### src/sv/dmx_rfl_pkg.sv
`default_nettype none
// ----------------------------------------------------------------------------
// dmx_rfl_pkg: shared types and helpers for the DMX range lookup unit
// Payload structs, item and status codes, FSM states, range compare helpers.
// ----------------------------------------------------------------------------
package dmx_rfl_pkg;

    localparam int MaxFunctionsDef = 32;
    localparam int MaxSetsDef      = 256;
    localparam int ValW            = 24;

    localparam logic [1:0] KIND_FUNC   = 2'd0;
    localparam logic [1:0] KIND_SET    = 2'd1;
    localparam logic [1:0] KIND_LOOKUP = 2'd2;

    localparam logic [1:0] STATUS_OK     = 2'd0;
    localparam logic [1:0] STATUS_FULL   = 2'd1;
    localparam logic [1:0] STATUS_NOFUNC = 2'd2;

    typedef struct packed {
        logic [1:0]      kind;
        logic [ValW-1:0] start_value;
        logic [ValW-1:0] lookup_value;
    } t_in;

    typedef struct packed {
        logic [1:0] status;
        logic       function_found;
        logic [4:0] function_index;
        logic       set_found;
        logic [7:0] set_index;
    } t_out;

    // lookup token walking down the function cells
    typedef struct packed {
        logic            valid;
        logic            found;
        logic [ValW-1:0] v;
        logic [ValW-1:0] fend;
    } t_tok;

    typedef enum logic [2:0] {
        S_IDLE,
        S_FWALK,
        S_SLOAD,
        S_SCMP,
        S_DONE
    } t_state;

    function automatic logic [ValW-1:0] full_scale(input logic [1:0] bytes);
        logic [ValW-1:0] fs;
        case (bytes)
            2'd1:    fs = 24'h0000ff;
            2'd2:    fs = 24'h00ffff;
            2'd3:    fs = 24'hffffff;
            default: fs = 24'h000000;
        endcase
        return fs;
    endfunction

    // half-open range, all-ones values also match the inclusive end
    function automatic logic holds(input logic [ValW-1:0] v,
                                   input logic [ValW-1:0] lo,
                                   input logic [ValW-1:0] hi);
        logic ones;
        ones = (v == 24'h0000ff) || (v == 24'h00ffff) || (v == 24'hffffff);
        return (v >= lo) && (ones ? (v <= hi) : (v < hi));
    endfunction

endpackage
`default_nettype wire

### src/sv/dmx_rfl_cell.sv
`default_nettype none
// ----------------------------------------------------------------------------
// dmx_rfl_cell: one function entry of the lookup chain
// Holds one function start and its first set index; checks the passing
// lookup token against its range and hands the token to the next cell.
// ----------------------------------------------------------------------------
module dmx_rfl_cell #(
    parameter int IDX = 0,
    parameter int FCW = 6,
    parameter int FIW = 5,
    parameter int SCW = 9
) (
    input  wire logic                              i_clk,
    input  wire logic                              i_rst_n,
    // store write
    input  wire logic                              i_wr_en,
    input  wire logic [dmx_rfl_pkg::ValW-1:0]      i_wr_start,
    input  wire logic [SCW-1:0]                    i_wr_first,
    // table context
    input  wire logic [FCW-1:0]                    i_func_total,
    input  wire logic [SCW-1:0]                    i_set_total,
    input  wire logic [dmx_rfl_pkg::ValW-1:0]      i_fs,
    input  wire logic [dmx_rfl_pkg::ValW-1:0]      i_nxt_start,
    input  wire logic [SCW-1:0]                    i_nxt_first,
    // token from previous cell
    input  wire dmx_rfl_pkg::t_tok                 i_tok,
    input  wire logic [FIW-1:0]                    i_fidx,
    input  wire logic [SCW-1:0]                    i_first,
    input  wire logic [SCW-1:0]                    i_last,
    // token to next cell
    output dmx_rfl_pkg::t_tok                      o_tok,
    output logic      [FIW-1:0]                    o_fidx,
    output logic      [SCW-1:0]                    o_first,
    output logic      [SCW-1:0]                    o_last,
    // own entry, seen by the previous cell
    output logic      [dmx_rfl_pkg::ValW-1:0]      o_start,
    output logic      [SCW-1:0]                    o_first_set
);

    localparam logic [FCW-1:0] IdxC   = FCW'(IDX);
    localparam logic [FCW-1:0] IdxP1C = FCW'(IDX + 1);
    localparam logic [FIW-1:0] IdxF   = FIW'(IDX);

    logic [dmx_rfl_pkg::ValW-1:0] r_start;
    logic [SCW-1:0]               r_first;

    logic                         w_used;
    logic                         w_has_next;
    logic [dmx_rfl_pkg::ValW-1:0] w_fend;
    logic                         w_hit;

    assign w_used     = (i_func_total >= IdxP1C);
    assign w_has_next = (i_func_total > IdxP1C);
    assign w_fend     = w_has_next ? i_nxt_start : i_fs;
    assign w_hit      = i_tok.valid && !i_tok.found && w_used
                        && dmx_rfl_pkg::holds(i_tok.v, r_start, w_fend);

    assign o_start     = r_start;
    assign o_first_set = r_first;

    always_ff @(posedge i_clk) begin
        if (i_wr_en && (i_func_total == IdxC)) begin
            r_start <= i_wr_start;
            r_first <= i_wr_first;
        end
    end

    // only the valid bit is reset; the rest of the token rides along
    always_ff @(posedge i_clk) begin
        if (!i_rst_n) begin
            o_tok.valid <= 1'b0;
        end else begin
            o_tok.valid <= i_tok.valid;
        end
        o_tok.v <= i_tok.v;
        if (w_hit) begin
            o_tok.found <= 1'b1;
            o_tok.fend  <= w_fend;
            o_fidx      <= IdxF;
            o_first     <= r_first;
            o_last      <= w_has_next ? i_nxt_first : i_set_total;
        end else begin
            o_tok.found <= i_tok.found;
            o_tok.fend  <= i_tok.fend;
            o_fidx      <= i_fidx;
            o_first     <= i_first;
            o_last      <= i_last;
        end
    end

endmodule
`default_nettype wire

### config.mk
export PLATFORM = sky130hd
export DESIGN_NAME = dmx_rfl_cell
export DESIGN_NICKNAME = d
export VERILOG_FILES = /design/src/sv/dmx_rfl_pkg.sv /design/src/sv/dmx_rfl_cell.sv
export SDC_FILE = /design/constraint.sdc
export NUM_CORES = 1
export LEC_CHECK = 0
export ABC_AREA = 1
export BUFFER_PORTS_ARGS = -buffer_cell sky130_fd_sc_hd__buf_2
export CAP_MARGIN = 20
export CORE_MARGIN = 4
export CORE_UTILIZATION = 40
export DETAILED_ROUTE_END_ITERATION = 6
export PLACE_DENSITY = 0.78
export SLEW_MARGIN = 20
export SYNTH_ARGS = -nofsm -noshare
export SYNTH_HDL_FRONTEND = slang
export SYNTH_SLANG_ARGS = --single-unit
### constraint.sdc
create_clock -name i_clk -period 2.2 [get_ports i_clk]
set_input_delay 0 -clock i_clk [delete_from_list [all_inputs] [get_ports i_clk]]
set_output_delay 0 -clock i_clk [all_outputs]
set_load 0.03 [all_outputs]
==> impl_results.md, run 1 <==
- Status: finished, violations left
- Failing checks: negative setup slack
- R2r worst-path depth: 14
- Worst-path clk slew: approximately 0.080 ns
- Final setup margin: -0.0116 ns
- Flops & latches, synth: 106
- First-pass DRT Iterations: 5
- Clock Latency Late Sink: 0.35 ns
- CP required: 2.44 ns
- Most common flop cell mapped by yosys: dfxtp_1
- Vias: approximately 6,000
- Clock skew: 0.00787 ns
- Share of layout cells above drive strength 1: 40.7%
- DP HPWL: 13,200 um
- CP Launch Type: input pin
- DIE AREA: around 14,000 um2
- Int Power: roughly 0.0035 W
- H-tree levels: 3
- Vias in the first global route: approximately 5,800
- DRC: 0
- Slew Viols, Final: 0
- Fill cells: 817
- Fin Hold WS: slightly above 0.01 ns
- Final global-route overflow total: 0
- GRT Total Usage: 26.5%
- Initial Util: between 40% and 50%
- Cell area after synthesis: approximately 5000 um2
- Setup TNS: -0.0116 ns
- CP Max Fanout: 22
- Fin. Hold Viols: 0
- Total area of sequential cells: 2450 um2
- Final antenna-violating net count: 0
- Inserted Clock Buffers: 9
- Leading area contributor after synthesis: dfxtp_1
- CP endpoint: o_fidx[3]
- Count leader, synth: nand2_1
- Syn. warnings: 0
- Worst slew pin tran: between 0.4 and 0.5 ns
- Die W: about 120 um
- Worst-case clock buffer depth: 2
- Post-route minimum period: around 2.2 ns
- Max Cap Violations: 0
- CP arrival: about 2.5 ns
- Worst R2R Setup Slack: about 0.060 ns
- Syn avg cell area: around 8.3 um2
- Area contributors post-synth: dfxtp_1 (29%), edfxtp_1 (20%), nand2_1 (14%)
- Post-synth EDFFs: 33
- Finished Cell Area: between 8000 and 9000 um2
- Fin nets: 1,266
- Clk sinks: between 100 and 150
- Commonest cells in the netlist: nand2_1 (182), inv_1 (89), dfxtp_1 (73), nand3_1 (53), ha_1 (48)
- Logic gate share of total power: between 20% and 30%
- DRT iter0 DRCs: 672
- Power per Cell Area: ~560 nW/um2
- Clk pwr share: between 30% and 40%
- Area of the multi-input gates: between 2000 and 3000 um2
- Fmax achieved: about 0.45 GHz
- Netlist cell types: 24
- CORE AREA: between 10,000 and 15,000 um2
- Seq/Total Area, Yosys: 48.7%
- First-pass GRT wire length: around 30,000 um
- Worst setup path startpoint: i_func_total[4]
- Final setup violating endpoints: 1
- Largest net degree at the start of global routing: 46
- Number of placed I/O pins: approximately 290
- Net switching power: 0.00148 W
- Initial antenna violation count: 0
- Flop pwr share: 43.1%
- Crit end category: flop
- VDD IR max: 543 uV
- Syn Nets: between 800 and 900
- Cell count after synthesis: just over 600
- Post-synth ARST share: 0%
- Slew margin rel.: just under 70%
- Drt wl/cell: 18.4 um
- Clock root buffer: clkbuf_16
- Via density: 4.93
- Gpl congestion: between 0.8 and 0.9
- Synth-to-Final Area Change: 77.1%
- Pleak: about 4.7 nW
- Critical path class: input pin to flop
- Buffers on Ports: 286
- Synth top area share: between 20% and 30%
- Final Cycle Share: 101%
- Hold crit path type: input pin to flop
- Chip height: about 120 um
- Ant. Diodes: 0
- R2r endpoint: o_tok[18]
- Sw Share: roughly 30%
- CTS tree: built
- # rows: 40
- Drt total wl: ~22,000 um
- Worst r2r src: o_start[13]
- DP Area: approximately 6800 um2
## critical path, stage by stage
cell      delay, ns
buf_2          0.11
nor2_4         0.12
nand3b_1       0.19
buf_6          0.20
buf_6          0.13
nand2_2        0.08
o21ai_2        0.07
ha_1           0.29
nand2_1        0.08
nor2_2         0.13
nand2_2        0.08
buf_4          0.13
nor2_1         0.11
nand2_1        0.08
nand3_2        0.09
nand2_4        0.09
buf_6          0.19
a21boi_0       0.27
## placed cells by master (no fill, tap or decap), types with 3 or more instances in the layout
cell / count
o21ai_0: 3
mux2_2: 9
buf_12: 4
nand2_2: 12
buf_4: 22
clkbuf_16: 16
inv_2: 5
buf_2: 286
ha_4: 13
nor2_4: 8
a21oi_1: 15
a21boi_0: 5
o21ai_2: 9
dfxtp_1: 73
nand2_4: 3
ha_1: 35
dlygate4sd3_1: 111
nand3_1: 52
edfxtp_1: 33
nand2_1: 166
nand4_1: 4
o21ai_4: 5
o21ai_1: 9
nor2_2: 7
nor2_1: 21
buf_6: 12
inv_1: 85
## final cells by class
type                            instances  area share [%]
Clock buffer                           11            2.76
Timing Repair Buffer                  442            34.7
Inverter                               90            3.79
Tap cell                              168            2.36
Multi-Input combinational cell        388            28.5
Sequential cell                       106            27.5
Clock inverter                          5           0.393
## worst min-delay path by stage
| stage | slack [ns] | start | endpoint | depth (start not counted) |
|---|---|---|---|---|
| 6_report | 0.01 | i_fs[23] | o_tok[23] | 5 |
| 5_1_grt | 0.02 | i_fs[23] | o_tok[23] | 5 |
| 4_1_cts | 0.0006 | i_nxt_first[4] | o_last[4] | 4 |
| 3_5_place_dp | 0.15 | i_tok[24] | o_tok[24] | 1 |
| 3_3_place_gp | 0.16 | i_tok[24] | o_tok[24] | 1 |
| 2_1_floorplan | 0.03 | i_tok[24] | o_tok[24] | 0 |
## per-stage QoR
step	worst slack [ns]	std cells	util, %	power [W]
3_3_place_gp	-0.311	1067	56.3	0.00307
4_1_cts	0.0313	1194	67.7	0.00478
6_report	-0.0116	1210	73.4	0.00496
5_1_grt	-0.119	1210	73.4	0.00514
2_1_floorplan	0.0554	604	-	0.00268
3_5_place_dp	-0.353	1067	56.3	0.00309
## power by group through the flow
stage	logic (W)	registers [W]	clock network, W
2_1_floorplan	0.000302	0.00238	0
3_3_place_gp	0.000895	0.00218	0
3_5_place_dp	0.000911	0.00218	0
4_1_cts	0.00107	0.00213	0.00157
5_1_grt	0.00133	0.00215	0.00166
6_report	0.00124	0.00214	0.00158
## kinds of logic (layout without fill, tap and decap cells)
kind of cell,Yosys count,after routing,share of synthesized area (%)
AOI/OAI and AO/OA,52,52,5.61
DFF,106,106,48.7
muxes,10,10,2.23
adders and majority gates,48,48,11.9
and+or+nand+nor,278,278,22.4
buffers and inverters,110,548,9.14
## flip-flops by register name, summed over array words and instances (netlist names)
register     flops
o_last           9
o_first          9
o_start         24
o_tok           50
o_fidx           5
o_first_set      9
## what timing repair did
item,in CTS,in global routing
gates resized for setup,3,108
pin swaps,0,29
endpoints found under the hold margin,106,0
setup buffers,0,8
setup endpoints to repair,43,48
gates cloned,0,11
hold buffers,111,0
## metal layers
layer,vias up,share of wire [%],routed length [um],GRT usage [%]
met5,-,0,0,0
met4,0,5.3,1190,12.1
met3,110,6.9,1540,6.17
met2,341,53,11900,48.6
met1,2726,35,7710,29.0
li1,2794,-,-,-
Note: power is estimated with default switching activity, not from simulation.
==> run 2: changes to the inputs <==
- ABC_AREA: 1 -> default
- CORE_UTILIZATION: 40 -> 39
==> impl_results.md, run 2 <==
- Die W: roughly 120 um
- Seq/Total Area, Yosys: 52.2%
- DRT iter0 DRCs: 220
- CP cell instances: buf_2 > or4_4 > nor2_4 > buf_12 > mux2i_4 > ha_1 > nand4_1 > nor4_2 > nand2_1 > nand4b_1 > o21ai_2 > nand3_2 > buf_12 > mux2_1
- Max Cap Violations: 0
- First-pass GRT wire length: about 28,000 um
- Clock root buffer: clkbuf_16
- Syn. warnings: 0
- R2r worst-path depth: 12
- Fmax achieved: approximately 0.35 GHz
- Vias: 4,851
- # rows: 39
- Flip-flop count of the largest register after layout: 50
- Number of placed I/O pins: between 200 and 300
- Worst r2r src: o_start[13]
- Final setup violating endpoints: 48
- Hold EP: o_last[4]
- Fin nets: between 1,000 and 1,500
- DIE AREA: between 10,000 and 15,000 um2
- Slew Viols, Final: 0
- Final antenna-violating net count: 0
- Drt wl/cell: roughly 18 um
- Failing checks: negative setup slack
- Clk pwr share: about a third
- CP Max Fanout: 26
- Syn Nets: between 600 and 700
- CP Launch Type: input pin
- CP arrival: approximately 3.1 ns
- Synth Area in Simple Gates: ~7.3%
- Worst-path clk slew: around 0.07 ns
- Worst path slowest cell: or4_4
- Critical path class: input pin to flop
- Logic gate share of total power: between 20% and 30%
- CP peak stage delay: ~0.55 ns
- Int Power: about 0.0034 W
- DP Area: 6590 um2
- Synth-to-Final Area Change: 76.7%
- Commonest cells in the netlist: dfxtp_1 (73), ha_1 (48), inv_1 (47), mux2i_1 (46), edfxtp_1 (33)
- CTS tree: built
- Drt total wl: 17,900 um
- Inserted Clock Buffers: 9
- Most frequent cells in the layout: buf_2 (286), dlygate4sd3_1 (135), dfxtp_1 (73)
- Status: finished, violations left
- Crit end category: flop
- Final global-route overflow total: 0
- Post-Synth XOR/XNOR Area: 0%
- Most common cell after layout, fill and taps aside: buf_2
- Worst-case clock buffer depth: 2
- Pleak: around 4.2 nW
- Post-Synth Adder-Cell Area: roughly an eighth
- Netlist cell types: 36
- Syn avg cell area: approximately 12 um2
- Clk sinks: around 110
- CP dominant cell by count: buf_12
- Chip height: between 100 and 150 um
- CP required: about 2.4 ns
- Fin. Hold Viols: 0
- Hold path start: i_set_total[4]
- VDD IR max: ~390 uV
- Initial antenna violation count: 2
- Flops & latches, synth: ~110
- Net switching power: approximately 0.0013 W
- Cell area after synthesis: ~4700 um2
- Clock skew: ~0.0088 ns
- Sw Share: between 20% and 30%
- Mux share of post-synthesis cell area: between 10% and 20%
- DP HPWL: between 10,000 and 15,000 um
- Final setup margin: -0.682 ns
- Share of layout cells above drive strength 1: 44.1%
- Synth top area share: 31.1%
- DRC: 0
- Buffers on Ports: roughly 290
- Hold crit path type: input pin to flop
- Worst R2R Setup Slack: -0.46 ns
- Via density: 4.83
- Flop pwr share: between 40 and 50%
- Finished Cell Area: just over 8000 um2
- Gpl congestion: roughly 0.8
- First-pass DRT Iterations: 4
- Final core utilization: 71.4%
- Most common flop cell mapped by yosys: dfxtp_1
- Vias in the first global route: around 5,500
- Leading area contributor after synthesis: dfxtp_1
- Hold depth: 3
- Largest family of logic cells by synthesized area: multiplexers
- Post-synth ARST share: 0%
- RSZ-0062 raised after global routing: true
- Largest net degree at the start of global routing: 27
- Worst slew pin tran: between 0.5 and 0.6 ns
- Final Cycle Share: 131%
- Initial Util: 40.4%
- Power per Cell Area: around 570 nW/um2
- Post-synth EDFFs: 33
- H-tree levels: 3
- R2r endpoint: o_tok[18]
- Cell count after synthesis: ~390
- Clock Latency Late Sink: about 0.35 ns
- CORE AREA: 11,600 um2
- Slew margin rel.: 65.7%
- Post-synthesis compound-gate area fraction: under 10%
- GRT Total Usage: about a quarter
- Post-route minimum period: approximately 2.9 ns
- Count leader, synth: dfxtp_1
- Area contributors post-synth: dfxtp_1 (31%), edfxtp_1 (21%), ha_1 (13%)
- Reg with most FFs: o_tok
-- run 2: changes by cell type in the layout (fill, tap and decap cells not counted), sizes merged, moves of 15 or more --
cell / before / now
nand2: 182 / 14
nand3: 53 / 5
mux2i: 0 / 46
inv: 92 / 49
nor2: 36 / 7
dlygate4sd3: 111 / 135
mux2: 10 / 29
o21ai: 26 / 11
-- run 2: layer usage --
layer | vias to the layer above | wire [um] | global-route usage, %
met1 | 2243 | 6660 | 26.6
met5 | - | 0 | 0
met4 | 0 | 749 | 13.3
met3 | 54 | 1420 | 7.69
li1 | 2322 | - | -
met2 | 232 | 9040 | 45.2
-- run 2: per-stage QoR --
step | instances | setup slack, ns | TNS, ns | hold slack [ns] | power, W
2_1_floorplan | 386 | -0.712 | -31.28 | 0.0277 | 0.00259
3_3_place_gp | 850 | -1.03 | -46.38 | 0.166 | 0.00295
3_5_place_dp | 850 | -1.11 | -49.13 | 0.169 | 0.00297
4_1_cts | 1002 | -0.698 | -29.23 | 0.0000259 | 0.00469
5_1_grt | 1004 | -0.813 | -35.16 | 0.0146 | 0.00489
6_report | 1004 | -0.682 | -28.92 | 0.0120 | 0.00469
-- run 2: power groups by stage --
stage          clock (W)  sequential [W]  combinational (W)
2_1_floorplan          0         0.00236           0.000230
3_3_place_gp           0         0.00217           0.000781
3_5_place_dp           0         0.00217           0.000803
4_1_cts          0.00156         0.00213            0.00100
5_1_grt          0.00164         0.00214            0.00111
6_report         0.00154         0.00213            0.00103
-- run 2: worst max path at each step --
stage                     from          to  slack [ns]  cells past startpoint
6_report       i_func_total[5]   o_last[8]       -0.68                     14
5_1_grt        i_func_total[5]   o_last[8]       -0.81                     14
4_1_cts        i_func_total[5]   o_last[8]       -0.70                     14
3_5_place_dp   i_func_total[5]   o_last[8]       -1.11                     14
3_3_place_gp   i_func_total[5]   o_last[7]       -1.03                     14
2_1_floorplan  i_func_total[5]  o_first[8]       -0.71                     14
-- run 2: area by class of cell --
| cell class | count | area, um2 |
|---|---|---|
| clock inverters | 7 | 52.6 |
| clock buffers | 9 | 225 |
| well taps | 143 | 179 |
| repair buffers | 465 | 3150 |
| multi-input cells | 225 | 2050 |
| inverters | 47 | 176 |
| flip-flops and latches | 106 | 2450 |
| fillers | 821 | 3320 |
| diodes | 2 | 5.00 |
-- run 2: kinds of logic after synthesis --
| family | count (synthesis) |
|---|---|
| AO/OA/AOI/OAI | 41 |
| AND/OR/NAND/NOR | 61 |
| flip-flops | 106 |
| buffers and inverters | 55 |
| multiplexers | 75 |
| adder cells (fa/ha/maj) | 48 |
-- run 2: critical path, delay by kind of cell --
family	cells	cell delay, ns
fa+ha+maj	1	0.19
compound gates	1	0.09
buf+inv	3	0.51
simple gates	7	1.70
mux	2	0.59
-- run 2: what timing repair did --
action                                  CTS  global route
gates cloned                              0             0
endpoints found under the setup margin   48            48
gates resized for setup                   6             8
buffers inserted                          1             0
hold buffers                            135             0
endpoints found under the hold margin   106             0
